$ cat src/hdl/lptw_pkg.sv
// ---------------------------------------------------------------------------
// lptw_pkg
// Shared types, constants and the CORDIC arctangent table for the lidar
// point to world box filter.
// ---------------------------------------------------------------------------
package lptw_pkg;

  localparam int MAX_SAMPLES  = 4096;
  localparam int IDX_W        = $clog2(MAX_SAMPLES);
  localparam int CORDIC_STEPS = 16;
  localparam int STEP_W       = 5;
  localparam int ANG_W        = 16;
  localparam int CORD_W       = 34;
  localparam int MUL_A_W      = 17;
  localparam int MUL_B_W      = 34;
  localparam int PROD_W       = MUL_A_W + MUL_B_W;
  localparam int PT_W         = 33;
  localparam int ACC_W        = 53;
  localparam int WC_W         = ACC_W - 28;
  localparam int MSTEP_W      = 4;
  localparam int CFG_IDX_W    = 3;
  localparam int CFG_DATA_W   = 48;

  localparam logic [CORD_W-1:0] CORDIC_GAIN = CORD_W'(652032874);

  localparam logic [CFG_IDX_W-1:0] CFG_ANGLE_START = 3'd0;
  localparam logic [CFG_IDX_W-1:0] CFG_ANGLE_STEP  = 3'd1;
  localparam logic [CFG_IDX_W-1:0] CFG_ROT_ROW_X   = 3'd2;
  localparam logic [CFG_IDX_W-1:0] CFG_ROT_ROW_Y   = 3'd3;
  localparam logic [CFG_IDX_W-1:0] CFG_ROT_ROW_Z   = 3'd4;
  localparam logic [CFG_IDX_W-1:0] CFG_OFFSET_XYZ  = 3'd5;

  // multiplier schedule: one product per step, consumed on the next step
  localparam logic [MSTEP_W-1:0] MS_RC   = 4'd0;
  localparam logic [MSTEP_W-1:0] MS_RS   = 4'd1;
  localparam logic [MSTEP_W-1:0] MS_XPX  = 4'd2;
  localparam logic [MSTEP_W-1:0] MS_XPY  = 4'd3;
  localparam logic [MSTEP_W-1:0] MS_YPX  = 4'd4;
  localparam logic [MSTEP_W-1:0] MS_YPY  = 4'd5;
  localparam logic [MSTEP_W-1:0] MS_ZPX  = 4'd6;
  localparam logic [MSTEP_W-1:0] MS_ZPY  = 4'd7;
  localparam logic [MSTEP_W-1:0] MS_LAST = 4'd8;

  typedef struct packed {
    logic [15:0] range_mm;
    logic        scan_start;
    logic        scan_last;
  } in_word_t;

  typedef struct packed {
    logic signed [15:0] world_x_mm;
    logic signed [15:0] world_y_mm;
    logic signed [15:0] world_z_mm;
    logic               in_box;
    logic               end_of_scan;
  } out_word_t;

  typedef struct packed {
    logic [15:0] angle_start;
    logic [15:0] angle_step;
    logic [31:0] rot_row_x;
    logic [31:0] rot_row_y;
    logic [31:0] rot_row_z;
    logic [47:0] offset_xyz;
  } cfg_regs_t;

  typedef struct packed {
    logic               load;
    logic               cord_en;
    logic [STEP_W-1:0]  cord_i;
    logic               mul_en;
    logic [MSTEP_W-1:0] mul_step;
    logic               out_load;
  } lptw_cmd_t;

  typedef struct packed {
    logic out_free;
  } lptw_stat_t;

  // arctangent of 2^-i in units of 2^-32 turn
  function automatic logic [31:0] atan_turn(input logic [STEP_W-1:0] i);
    logic [31:0] v;
    unique case (i)
      5'd0:  v = 32'h20000000;
      5'd1:  v = 32'h12E4051E;
      5'd2:  v = 32'h09FB385B;
      5'd3:  v = 32'h051111D4;
      5'd4:  v = 32'h028B0D43;
      5'd5:  v = 32'h0145D7E1;
      5'd6:  v = 32'h00A2F61E;
      5'd7:  v = 32'h00517C55;
      5'd8:  v = 32'h0028BE53;
      5'd9:  v = 32'h00145F2F;
      5'd10: v = 32'h000A2F98;
      5'd11: v = 32'h000517CC;
      5'd12: v = 32'h00028BE6;
      5'd13: v = 32'h000145F3;
      5'd14: v = 32'h0000A2FA;
      5'd15: v = 32'h0000517D;
      5'd16: v = 32'h000028BE;
      5'd17: v = 32'h0000145F;
      5'd18: v = 32'h00000A30;
      5'd19: v = 32'h00000518;
      5'd20: v = 32'h0000028C;
      5'd21: v = 32'h00000146;
      5'd22: v = 32'h000000A3;
      5'd23: v = 32'h00000051;
      default: v = 32'h0;
    endcase
    return v;
  endfunction

endpackage

$ cat src/hdl/lidar_point_to_world_box_filter.sv
// ---------------------------------------------------------------------------
// lidar_point_to_world_box_filter
// Lidar range sample to world-frame point with obstacle box flag.
// ---------------------------------------------------------------------------
// Usage:
//  in_*  : one range word per sample; scan_start restarts the sample index.
//  out_* : one result word per input word, in order.
//  cfg_* : register writes by index, always ready; write only while idle.
//  An accepted word runs 16 CORDIC iterations (one per cycle) and then
//  nine steps through the single shared 17x34 multiplier; the result is
//  then loaded into the output register. in_ready returns the cycle after
//  the result is loaded, so a word is accepted only once the last is done.
//  The result sits in an output register; a stalled receiver holds it
//  while the next word is accepted and processed. The block then waits
//  with its finished point until the register frees.
//  Reset (rst_n low, synchronous) clears the sample index, the sequencer,
//  out_valid and loads the default registers (x row 1.0/1.0, y row 0/1.0, z row zero).
// ---------------------------------------------------------------------------
module lidar_point_to_world_box_filter import lptw_pkg::*; (
  input  logic                  clk,
  input  logic                  rst_n,
  input  logic                  in_valid,
  output logic                  in_ready,
  input  in_word_t              in_data,
  output logic                  out_valid,
  input  logic                  out_ready,
  output out_word_t             out_data,
  input  logic                  cfg_valid,
  output logic                  cfg_ready,
  input  logic [CFG_IDX_W-1:0]  cfg_index,
  input  logic [CFG_DATA_W-1:0] cfg_data
);

  cfg_regs_t  cfg_r;
  lptw_cmd_t  cmd;
  lptw_stat_t stat;

  assign cfg_ready = 1'b1;

  always_ff @(posedge clk) begin
    if (!rst_n) begin
      cfg_r.angle_start <= '0;
      cfg_r.angle_step  <= '0;
      cfg_r.rot_row_x   <= 32'h40004000;
      cfg_r.rot_row_y   <= 32'h00004000;
      cfg_r.rot_row_z   <= '0;
      cfg_r.offset_xyz  <= '0;
    end else if (cfg_valid) begin
      unique case (cfg_index)
        CFG_ANGLE_START: cfg_r.angle_start <= cfg_data[15:0];
        CFG_ANGLE_STEP:  cfg_r.angle_step  <= cfg_data[15:0];
        CFG_ROT_ROW_X:   cfg_r.rot_row_x   <= cfg_data[31:0];
        CFG_ROT_ROW_Y:   cfg_r.rot_row_y   <= cfg_data[31:0];
        CFG_ROT_ROW_Z:   cfg_r.rot_row_z   <= cfg_data[31:0];
        CFG_OFFSET_XYZ:  cfg_r.offset_xyz  <= cfg_data;
        default: ;
      endcase
    end
  end

  lptw_ctrl u_ctrl (
    .clk      (clk),
    .rst_n    (rst_n),
    .in_valid (in_valid),
    .in_ready (in_ready),
    .stat     (stat),
    .cmd      (cmd)
  );

  lptw_dp u_dp (
    .clk       (clk),
    .rst_n     (rst_n),
    .cmd       (cmd),
    .stat      (stat),
    .cfg       (cfg_r),
    .in_data   (in_data),
    .out_valid (out_valid),
    .out_ready (out_ready),
    .out_data  (out_data)
  );

  // one word in flight: ready drops right after an accept
  a_one_in_flight: assert property (@(posedge clk) disable iff (!rst_n)
    (in_valid && in_ready) |=> !in_ready)
    else $error("accepted a word while another is in flight");

  // a new result is only loaded while the input side is closed
  a_load_while_busy: assert property (@(posedge clk) disable iff (!rst_n)
    cmd.out_load |-> !in_ready)
    else $error("result loaded while idle");

  // result load never overwrites an untaken word
  a_no_overwrite: assert property (@(posedge clk) disable iff (!rst_n)
    (out_valid && !out_ready) |-> !cmd.out_load)
    else $error("output word overwritten");

endmodule

$ cat src/hdl/lptw_ctrl.sv
// ---------------------------------------------------------------------------
// lptw_ctrl
// Sequencer: accept, CORDIC iterations, multiply schedule, result hand-off.
// ---------------------------------------------------------------------------
module lptw_ctrl import lptw_pkg::*; (
  input  logic       clk,
  input  logic       rst_n,
  input  logic       in_valid,
  output logic       in_ready,
  input  lptw_stat_t stat,
  output lptw_cmd_t  cmd
);

  localparam logic [1:0] ST_IDLE = 2'd0;
  localparam logic [1:0] ST_CORD = 2'd1;
  localparam logic [1:0] ST_MUL  = 2'd2;
  localparam logic [1:0] ST_DONE = 2'd3;

  logic [1:0]        state_r, state_nxt;
  logic [STEP_W-1:0] cnt_r, cnt_nxt;

  always_comb begin
    state_nxt    = state_r;
    cnt_nxt      = cnt_r;
    in_ready     = 1'b0;
    cmd          = '0;
    cmd.cord_i   = cnt_r;
    cmd.mul_step = cnt_r[MSTEP_W-1:0];
    unique case (state_r)
      ST_IDLE: begin
        in_ready = 1'b1;
        if (in_valid) begin
          cmd.load  = 1'b1;
          cnt_nxt   = '0;
          state_nxt = ST_CORD;
        end
      end
      ST_CORD: begin
        cmd.cord_en = 1'b1;
        if (cnt_r == STEP_W'(CORDIC_STEPS - 1)) begin
          cnt_nxt   = '0;
          state_nxt = ST_MUL;
        end else begin
          cnt_nxt = cnt_r + 1'b1;
        end
      end
      ST_MUL: begin
        cmd.mul_en = 1'b1;
        if (cnt_r[MSTEP_W-1:0] == MS_LAST) begin
          state_nxt = ST_DONE;
        end else begin
          cnt_nxt = cnt_r + 1'b1;
        end
      end
      ST_DONE: begin
        if (stat.out_free) begin
          cmd.out_load = 1'b1;
          state_nxt    = ST_IDLE;
        end
      end
      default: state_nxt = ST_IDLE;
    endcase
  end

  always_ff @(posedge clk) begin
    if (!rst_n) begin
      state_r <= ST_IDLE;
      cnt_r   <= '0;
    end else begin
      state_r <= state_nxt;
      cnt_r   <= cnt_nxt;
    end
  end

endmodule

$ cat src/hdl/lptw_dp.sv
// ---------------------------------------------------------------------------
// lptw_dp
// Datapath: sample index, CORDIC rotator, shared multiplier, world transform,
// box test and output register.
// ---------------------------------------------------------------------------
module lptw_dp import lptw_pkg::*; (
  input  logic       clk,
  input  logic       rst_n,
  input  lptw_cmd_t  cmd,
  output lptw_stat_t stat,
  input  cfg_regs_t  cfg,
  input  in_word_t   in_data,
  output logic       out_valid,
  input  logic       out_ready,
  output out_word_t  out_data
);

  logic [IDX_W-1:0]         sample_index_r;
  logic [IDX_W-1:0]         idx;
  logic [15:0]              range_r;
  logic                     last_r;
  logic                     flip_r;
  logic signed [CORD_W-1:0] x_r, y_r, z_r;
  logic signed [PROD_W-1:0] p_r;
  logic signed [PT_W-1:0]   px_r, py_r;
  logic signed [ACC_W-1:0]  acc_r;
  logic signed [WC_W-1:0]   wx_r, wy_r, wz_r;
  logic                     out_valid_r;
  out_word_t                out_r;

  // angle and fold into [-1/4, +1/4) turn
  logic [ANG_W-1:0] ang, angf;
  logic             flip;
  always_comb begin
    idx  = in_data.scan_start ? '0 : sample_index_r;
    ang  = cfg.angle_start + ANG_W'(cfg.angle_step * idx);
    flip = ang[14] ^ ang[15];
    angf = flip ? (ang + 16'h8000) : ang;
  end

  // one CORDIC rotation step
  logic signed [CORD_W-1:0] xs, ys, at;
  always_comb begin
    xs = x_r >>> cmd.cord_i;
    ys = y_r >>> cmd.cord_i;
    at = signed'({2'b00, atan_turn(cmd.cord_i)});
  end

  // shared multiplier operand select
  logic signed [MUL_A_W-1:0] ma;
  logic signed [MUL_B_W-1:0] mb;
  logic signed [MUL_B_W-1:0] pxe, pye;
  always_comb begin
    pxe = MUL_B_W'(px_r);
    pye = MUL_B_W'(py_r);
    ma  = '0;
    mb  = '0;
    unique case (cmd.mul_step)
      MS_RC:  begin ma = signed'({1'b0, range_r}); mb = flip_r ? -x_r : x_r; end
      MS_RS:  begin ma = signed'({1'b0, range_r}); mb = flip_r ? -y_r : y_r; end
      MS_XPX: begin ma = MUL_A_W'(signed'(cfg.rot_row_x[31:16])); mb = pxe; end
      MS_XPY: begin ma = MUL_A_W'(signed'(cfg.rot_row_x[15:0]));  mb = pye; end
      MS_YPX: begin ma = MUL_A_W'(signed'(cfg.rot_row_y[31:16])); mb = pxe; end
      MS_YPY: begin ma = MUL_A_W'(signed'(cfg.rot_row_y[15:0]));  mb = pye; end
      MS_ZPX: begin ma = MUL_A_W'(signed'(cfg.rot_row_z[31:16])); mb = pxe; end
      MS_ZPY: begin ma = MUL_A_W'(signed'(cfg.rot_row_z[15:0]));  mb = pye; end
      default: begin ma = '0; mb = '0; end
    endcase
  end

  // row sum plus offset, rounded to mm
  function automatic logic signed [WC_W-1:0] coord(
    input logic signed [ACC_W-1:0]  acc,
    input logic signed [PROD_W-1:0] p,
    input logic [15:0]              off
  );
    logic signed [ACC_W-1:0] s;
    s = acc + ACC_W'(p) + (ACC_W'(signed'(off)) <<< 28)
        + (ACC_W'(1) <<< 27);
    return WC_W'(s >>> 28);
  endfunction

  function automatic logic signed [15:0] sat16(input logic signed [WC_W-1:0] v);
    logic signed [15:0] r;
    if (v > WC_W'(32767))        r = 16'sh7FFF;
    else if (v < -WC_W'(32768))  r = 16'sh8000;
    else                         r = v[15:0];
    return r;
  endfunction

  logic signed [PROD_W-1:0] pr;
  always_comb pr = p_r + (PROD_W'(1) <<< 15);

  always_ff @(posedge clk) begin
    if (cmd.load) begin
      range_r <= in_data.range_mm;
      last_r  <= in_data.scan_last;
      flip_r  <= flip;
      x_r     <= signed'(CORDIC_GAIN);
      y_r     <= '0;
      z_r     <= signed'({{2{angf[15]}}, angf, 16'h0000});
    end
    if (cmd.cord_en) begin
      if (!z_r[CORD_W-1]) begin
        x_r <= x_r - ys;
        y_r <= y_r + xs;
        z_r <= z_r - at;
      end else begin
        x_r <= x_r + ys;
        y_r <= y_r - xs;
        z_r <= z_r + at;
      end
    end
    if (cmd.mul_en) begin
      p_r <= ma * mb;
      unique case (cmd.mul_step)
        MS_RS:  px_r <= PT_W'(pr >>> 16);
        MS_XPX: py_r <= PT_W'(pr >>> 16);
        MS_XPY, MS_YPY, MS_ZPY: acc_r <= ACC_W'(p_r);
        MS_YPX: wx_r <= coord(acc_r, p_r, cfg.offset_xyz[47:32]);
        MS_ZPX: wy_r <= coord(acc_r, p_r, cfg.offset_xyz[31:16]);
        MS_LAST: wz_r <= coord(acc_r, p_r, cfg.offset_xyz[15:0]);
        default: ;
      endcase
    end
    if (cmd.out_load) begin
      out_r <= out_word_t'{
        world_x_mm:  sat16(wx_r),
        world_y_mm:  sat16(wy_r),
        world_z_mm:  sat16(wz_r),
        in_box:      (wz_r >= WC_W'(300)) && (wz_r <= WC_W'(2000)) &&
                     (wx_r >= -WC_W'(10000)) && (wx_r <= WC_W'(10000)) &&
                     (wy_r >= -WC_W'(10000)) && (wy_r <= WC_W'(10000)),
        end_of_scan: last_r
      };
    end
  end

  always_ff @(posedge clk) begin
    if (!rst_n) begin
      sample_index_r <= '0;
      out_valid_r    <= 1'b0;
    end else begin
      if (cmd.load) begin
        // index wraps naturally at MAX_SAMPLES
        sample_index_r <= in_data.scan_last ? '0 : idx + 1'b1;
      end
      if (cmd.out_load)     out_valid_r <= 1'b1;
      else if (out_ready)   out_valid_r <= 1'b0;
    end
  end

  assign stat.out_free = !out_valid_r || out_ready;
  assign out_valid     = out_valid_r;
  assign out_data      = out_r;

endmodule
$ cat config.mk
export PLATFORM = sky130hd
export DESIGN_NAME = lidar_point_to_world_box_filter
export DESIGN_NICKNAME = d
export VERILOG_FILES = /design/src/hdl/lptw_pkg.sv /design/src/hdl/lidar_point_to_world_box_filter.sv /design/src/hdl/lptw_ctrl.sv /design/src/hdl/lptw_dp.sv
export SDC_FILE = /design/constraint.sdc
export NUM_CORES = 2
export LEC_CHECK = 0
export BUFFER_PORTS_ARGS = -buffer_cell sky130_fd_sc_hd__buf_4
export CELL_PAD_IN_SITES_DETAIL_PLACEMENT = 1
export CELL_PAD_IN_SITES_GLOBAL_PLACEMENT = 1
export CORE_UTILIZATION = 46
export CTS_BUF_LIST = sky130_fd_sc_hd__clkbuf_8 sky130_fd_sc_hd__clkbuf_16
export DETAILED_ROUTE_END_ITERATION = 7
export GPL_TIMING_DRIVEN = 0
export PLACE_DENSITY = 0.77
export RECOVER_POWER = 25
export SYNTH_ARGS = -nofsm -noshare
export SYNTH_HDL_FRONTEND = slang
export SYNTH_HIERARCHICAL = 1
export SYNTH_SLANG_ARGS = --single-unit
$ cat constraint.sdc
create_clock -name clk -period 10.1 [get_ports clk]
set_input_delay 2.02 -clock clk [delete_from_list [all_inputs] [get_ports clk]]
set_output_delay 2.02 -clock clk [all_outputs]
set_load 0.01 [all_outputs]
### Word-level counts from Yosys, hierarchy flattened

Memory sizes are Yosys's and may differ from the RTL's. A register that Yosys moved wholly into a read port is not among the register bits.
Index checks and enable logic that the tools add are counted.

| cells by class | value |
|---|---|
| add/sub/neg operators | 20 |
| $mul | 2 |
| div/mod/pow operators | 0 |
| order comparisons | 12 |
| equality and inequality tests | 22 |
| shift-type cells | 2 |
| mux-type cells | 39 |
| bitwise operators | 1 |
| reductions and logical operators | 30 |

Operator list:

| operator | count |
|---|---|
| 2-to-1 mux 34 bit | 11 |
| adder 52 x 44 -> 53 bit | 3 |
| adder 53 x 29 -> 53 bit, second input constant | 3 |
| one-hot mux 34 bit (4 select lines) | 1 |
| one-hot mux 17 bit (7 select lines) | 1 |
| greater-than comparator 25 x 16 -> 1 bit, second input constant | 3 |
| less-than comparator 25 x 16 -> 1 bit, second input constant | 3 |
| adder 34 bit | 2 |
| negation 34 bit | 2 |
| >>> shifter 34 x 5 -> 34 bit | 2 |
| subtractor 34 bit | 2 |
| 2-to-1 mux 16 bit | 4 |
| adder 51 x 51 -> 52 bit | 1 |
| multiplier 17 x 34 -> 51 bit | 1 |
| greater-or-equal comparator 25 x 15 -> 1 bit, second input constant | 2 |
| less-or-equal comparator 25 x 15 -> 1 bit, second input constant | 2 |
| adder 49 x 17 -> 49 bit, second input constant | 1 |
| adder 34 x 33 -> 34 bit | 1 |
| subtractor 34 x 33 -> 34 bit | 1 |
| greater-or-equal comparator 25 x 10 -> 1 bit, second input constant | 1 |
| less-or-equal comparator 25 x 12 -> 1 bit, second input constant | 1 |
| 2-to-1 mux 5 bit | 5 |
| 2-to-1 mux 12 bit | 2 |
| AND reduction 2 bit | 12 |
| other kinds (34) | 61 |

| word-level totals | value |
|---|---|
| register bits after elaboration | 609 |
| latch bits | 0 |
| bits in writable memories | 0 |
| ROM bits | 960 |
| bits of input ports | 74 |
| output and inout bits | 53 |
| logic and storage cells | 157 |
| memories | 1 |

Memory list:

| name | depth | bits a word | read ports | clocked after Yosys merged registers in | wr ports | line | RTL |
|---|---|---|---|---|---|---|---|
| (name not given) | 32 | 30 | 1 | 1 | 0 | lptw_pkg.sv:83 | `unique case (i)` |

### Logic depth before layout (Yosys ltp)

| logic depth | value |
|---|---|
| depth in word-level cells | 7 |
| depth in mapped cells | 37 |
| gate-level depth less buffers | 35 |

### Modules after synthesis

The synthesis kept the hierarchy.

By module, submodules not included:

| module | instances | cells an instance | area an instance (um^2) | sequential area each (um^2) |
|---|---|---|---|---|
| lptw_dp | 1 | 6152 | 57323.7 | 12662.1 |
| lidar_point_to_world_box_filter | 1 | 631 | 6432.4 | 3523.4 |
| lptw_ctrl | 1 | 67 | 583.1 | 140.1 |

### Worst setup path after synthesis

OpenSTA, ideal clock, no wires.

| path | value |
|---|---|
| path type | reg2reg |
| from | register u_dp.x_r[7] |
| to | register u_dp.p_r[50], data pin |
| setup time | 0.258 ns |
| arrival time | 9.356 ns |
| required time | 9.842 ns |
| path slack | 0.487 ns |
| stages on the path, launching flop included | 33 |
| path buffers | 2 |
| clock period less this slack | 9.613 ns |
| cell sequence | edfxtp_1 clkbuf_1 or4_1 or3_1 or3_1 clkbuf_1 o21ai_0 xor2_1 nor2_1 nor3_1 nor2_1 fa_1 inv_1 fa_1 fa_1 inv_1 fa_1 fa_1 inv_1 fa_1 inv_1 ha_1 and3_1 a221oi_1 o21ai_0 or3_1 o21ai_0 o311a_1 o221ai_1 or4b_2 a31o_2 a221o_1 xnor2_1 |

| between the ends | value |
|---|---|
| longest elaborated chain between the ends | 4 |

RTL lines:

| what | line | RTL |
|---|---|---|
| start, declared | lptw_dp.sv:23 | `logic signed [CORD_W-1:0] x_r, y_r, z_r;` |
| start signal, assigned | lptw_dp.sv:99 | `x_r <= signed'(CORDIC_GAIN);` |
| start signal, assigned | lptw_dp.sv:105 | `x_r <= x_r - ys;` |
| start signal, assigned | lptw_dp.sv:109 | `x_r <= x_r + ys;` |
| negation 34 bit | lptw_dp.sv:59 | `MS_RC: begin ma = signed'({1'b0, range_r}); mb = flip_r ? -x_r : x_r; end` |
| 2-to-1 mux 34 bit * | lptw_dp.sv:59 |  |
| one-hot mux 34 bit (4 select lines) * | lptw_dp.sv:58 | `unique case (cmd.mul_step)` |
| multiplier 17 x 34 -> 51 bit * | lptw_dp.sv:115 | `p_r <= ma * mb;` |
| end signal, assigned | lptw_dp.sv:115 |  |
| end, declared | lptw_dp.sv:24 | `logic signed [PROD_W-1:0] p_r;` |

Every way passes the cells marked *; elsewhere a longest branch is shown, timed or not.
A chain may end at the register's enable or synchronous reset.

### Final worst setup path

| path | value |
|---|---|
| from | register u_dp.x_r[9] |
| to | register u_dp.p_r[50], data pin |

Same word-level chain as after synthesis.

==> flow_summary.json <==
{
  "outcome": "complete, but fails checks",
  "violations": "capacitance limit, slew limit",
  "hpwl_um": 194000,
  "synthTopCellsByArea": "fa_1 20%, edfxtp_1 19%, ha_1 7.8%",
  "critPathSlowestCell": "or4b_2",
  "core_mm2": 0.138,
  "clock-root-buffer": "clkbuf_16",
  "async_flop_share_pct": 0,
  "wl_per_cell_um": 27.0,
  "grt_use_total_pct": 34.3,
  "row_count": 136,
  "multi_input_area_mm2": 0.0444,
  "worstPathArrival_ns": 10.43,
  "holdPathStages": 0,
  "cp_top_family": "adder cells",
  "end_kind": "flop",
  "io_buffers": 125,
  "setup_slack_ns": 0.111,
  "clock_latency_ns": 0.70,
  "routed_wl_um": 245000,
  "tightest_slew_ns": 3.66,
  "final-hold-violation-count": 0,
  "r2r-start": "u_dp/x_r[9]",
  "synth_edf_count": 413,
  "start_util_pct": 46.6,
  "antenna_found_initial": 15,
  "io_pins": 127,
  "place_ws_ns": -2.74,
  "clockBufferDepth": 3,
  "synth_common_cells": "807 x inv_1, 742 x nand2_1, 728 x nor2_1",
  "dieArea_mm2": 0.141,
  "setup_violations": 0,
  "fin_crit_sh_pct": 98.9,
  "hold_path.class": "reg2reg",
  "crit_top_cell": "fa_1",
  "cts.sinks": 609,
  "grt-ovfl-total": 0,
  "grt_pass1_wl_um": 364000,
  "nNetsFinal": 8262,
  "numCtsBuffers": 74,
  "htreeDepth": 3,
  "fp.dieH_um": 376,
  "synth.distinct_cells": 105,
  "place.gp.congestion": 0.990,
  "synth-main-ff-cell": "edfxtp_1",
  "netlist_area_mm2": 0.0643,
  "crit_path_max_fanout": 10,
  "slew_violations": 117,
  "critPathBufInv": 7,
  "slowest_delay_ns": 0.70,
  "yosysWarnings": 6,
  "hold_start": "u_dp/p_r[11]",
  "hold_end": "u_dp/acc_r[11]",
  "syn_inst": 6850,
  "drc": 0,
  "syn_nets": 7973,
  "r2r_slack_ns": 0.11,
  "fill_cells": 15845,
  "synth_top_area_cell": "fa_1",
  "viasPerCell": 6.07,
  "path_class": "reg2reg",
  "synth_top_area_share_pct": 20.2,
  "ys_ff_latch": 609,
  "ant_nets": 0,
  "ctsHoldBuffers": 0,
  "ys_seq_area_share_pct": 25.4,
  "clk_pin_slew_worst_paths_ns": 0.08,
  "drt_iter0_markers": 4736,
  "maxCapViolations": 3,
  "relSlewSlack_pct": -144,
  "die_width_um": 376,
  "grt_pass1_vias": 58155,
  "area_growth_pct": 11.8,
  "drt_pre_antenna_iters": 8,
  "seq_area_mm2": 0.0163,
  "yosys.cell_count.top_type": "inv_1",
  "fmax_mhz": 100,
  "grt_max_degree": 62,
  "reg2reg_to": "u_dp/p_r[50]",
  "num_vias": 54979,
  "startpoint_type": "flop",
  "syn_avg_cell_area_um2": 9.39,
  "fin_worst_skew_ns": 0.0375,
  "cp.required_ns": 10.54,
  "cts_tree": "done",
  "drive_gt1_share_pct": 10.6,
  "ff2ff_path_depth": 33,
  "period_needed_ns": 9.99
}
## layer usage
layer / GRT usage (%) / vias to the layer above / part of all wire (%)
li1: - / 23791 / -
met1: 43.6 / 28234 / 40
met2: 56.2 / 2329 / 47
met3: 6.74 / 615 / 8.3
met4: 16.4 / 10 / 5.5
met5: 0 / - / 0.029
## cell usage in the layout, fill, tap and decap left out, drive strengths merged, types with 26 or more instances in the layout
master,instances
ha,399
or3,39
o31ai,39
buf,306
nor2,729
a31oi,55
o21bai,34
or2,47
nand3,82
o21a,57
and2,83
xor2,175
dfxtp,196
fa,650
nor2b,58
nand2b,81
inv,837
clkbuf,304
nand4,48
a222oi,34
nor3,88
a211oi,27
a21oi,314
mux4,83
mux2,40
edfxtp,413
xnor2,249
nor4,26
mux2i,219
nand2,742
and3,52
o21ai,201
a21o,161
## final cells by class
type                       count  area share, %
antenna                        2        0.00696
buffer                       288           1.98
clock buffer                  84           2.78
clock inverter                52          0.642
inverter                     812           4.25
multi-input combinational   5116           61.7
sequential                   609           22.7
tap                         1863           3.24
timing repair buffer         238           2.70
## state kept, by name, indices dropped and copies added, names as in the netlist, 2 cells and up
register / flops
u_dp/wy_r: 25
u_dp/z_r: 34
u_ctrl/cnt_r: 5
u_dp/py_r: 33
u_dp/acc_r: 51
u_dp/y_r: 34
u_dp/wz_r: 25
u_dp/p_r: 51
u_dp/sample_index_r: 12
cfg_r: 176
u_dp/wx_r: 25
u_dp/range_r: 16
u_ctrl/state_r: 2
u_dp/x_r: 34
u_dp/px_r: 33
u_dp/out_data: 50
## kinds of logic (layout without fill, tap and decap cells)
kind of cell | after synthesis | count (layout) | synth area share [%]
simple gates | 2138 | 2138 | 15.0
other cells | 1 | 3 | 0.00583
compound gates | 1161 | 1161 | 12.0
xor+xnor | 425 | 425 | 5.81
fa+ha+maj | 1049 | 1049 | 28.0
mux | 342 | 342 | 7.04
buf+inv | 1125 | 1474 | 6.82
flops | 609 | 609 | 25.4
## stage by stage
| stage | instance area (um2) | cells | hold slack, ns | setup TNS [ns] | utilization, % |
|---|---|---|---|---|---|
| floorplan | 64300 | 6850 | 0.400 | 0 | - |
| global placement | 67600 | 8838 | 0.439 | -51.15 | 48.9 |
| detailed placement | 68000 | 8862 | 0.446 | -46.81 | 49.2 |
| CTS | 71200 | 9025 | 0.460 | -0.162 | 51.5 |
| global route | 71900 | 9063 | 0.467 | -0.0536 | 52.1 |
| finish | 71900 | 9064 | 0.461 | 0 | 52.1 |
## repair_timing
item / in CTS / in global routing
resized for setup: 140 / 146
buffers inserted: 36 / 54
endpoints found under the setup margin: 36 / 13
pin swaps: 10 / 25
## worst max-delay path by stage
stage	start	endpoint	slack, ns	cells after the start
finish	u_dp/x_r[9]	u_dp/p_r[50]	0.11	33
global route	u_dp/y_r[10]	u_dp/p_r[50]	-0.05	32
CTS	u_dp/x_r[18]	u_dp/p_r[50]	-0.1	28
detailed placement	u_ctrl/cnt_r[0]	u_dp/p_r[50]	-2.74	30
global placement	u_ctrl/cnt_r[0]	u_dp/p_r[50]	-2.87	30
floorplan	u_dp/x_r[7]	u_dp/p_r[50]	0.49	32
Power is not shown: default switching activity piles up to over one toggle a cycle in this logic, so the estimate is an artifact.
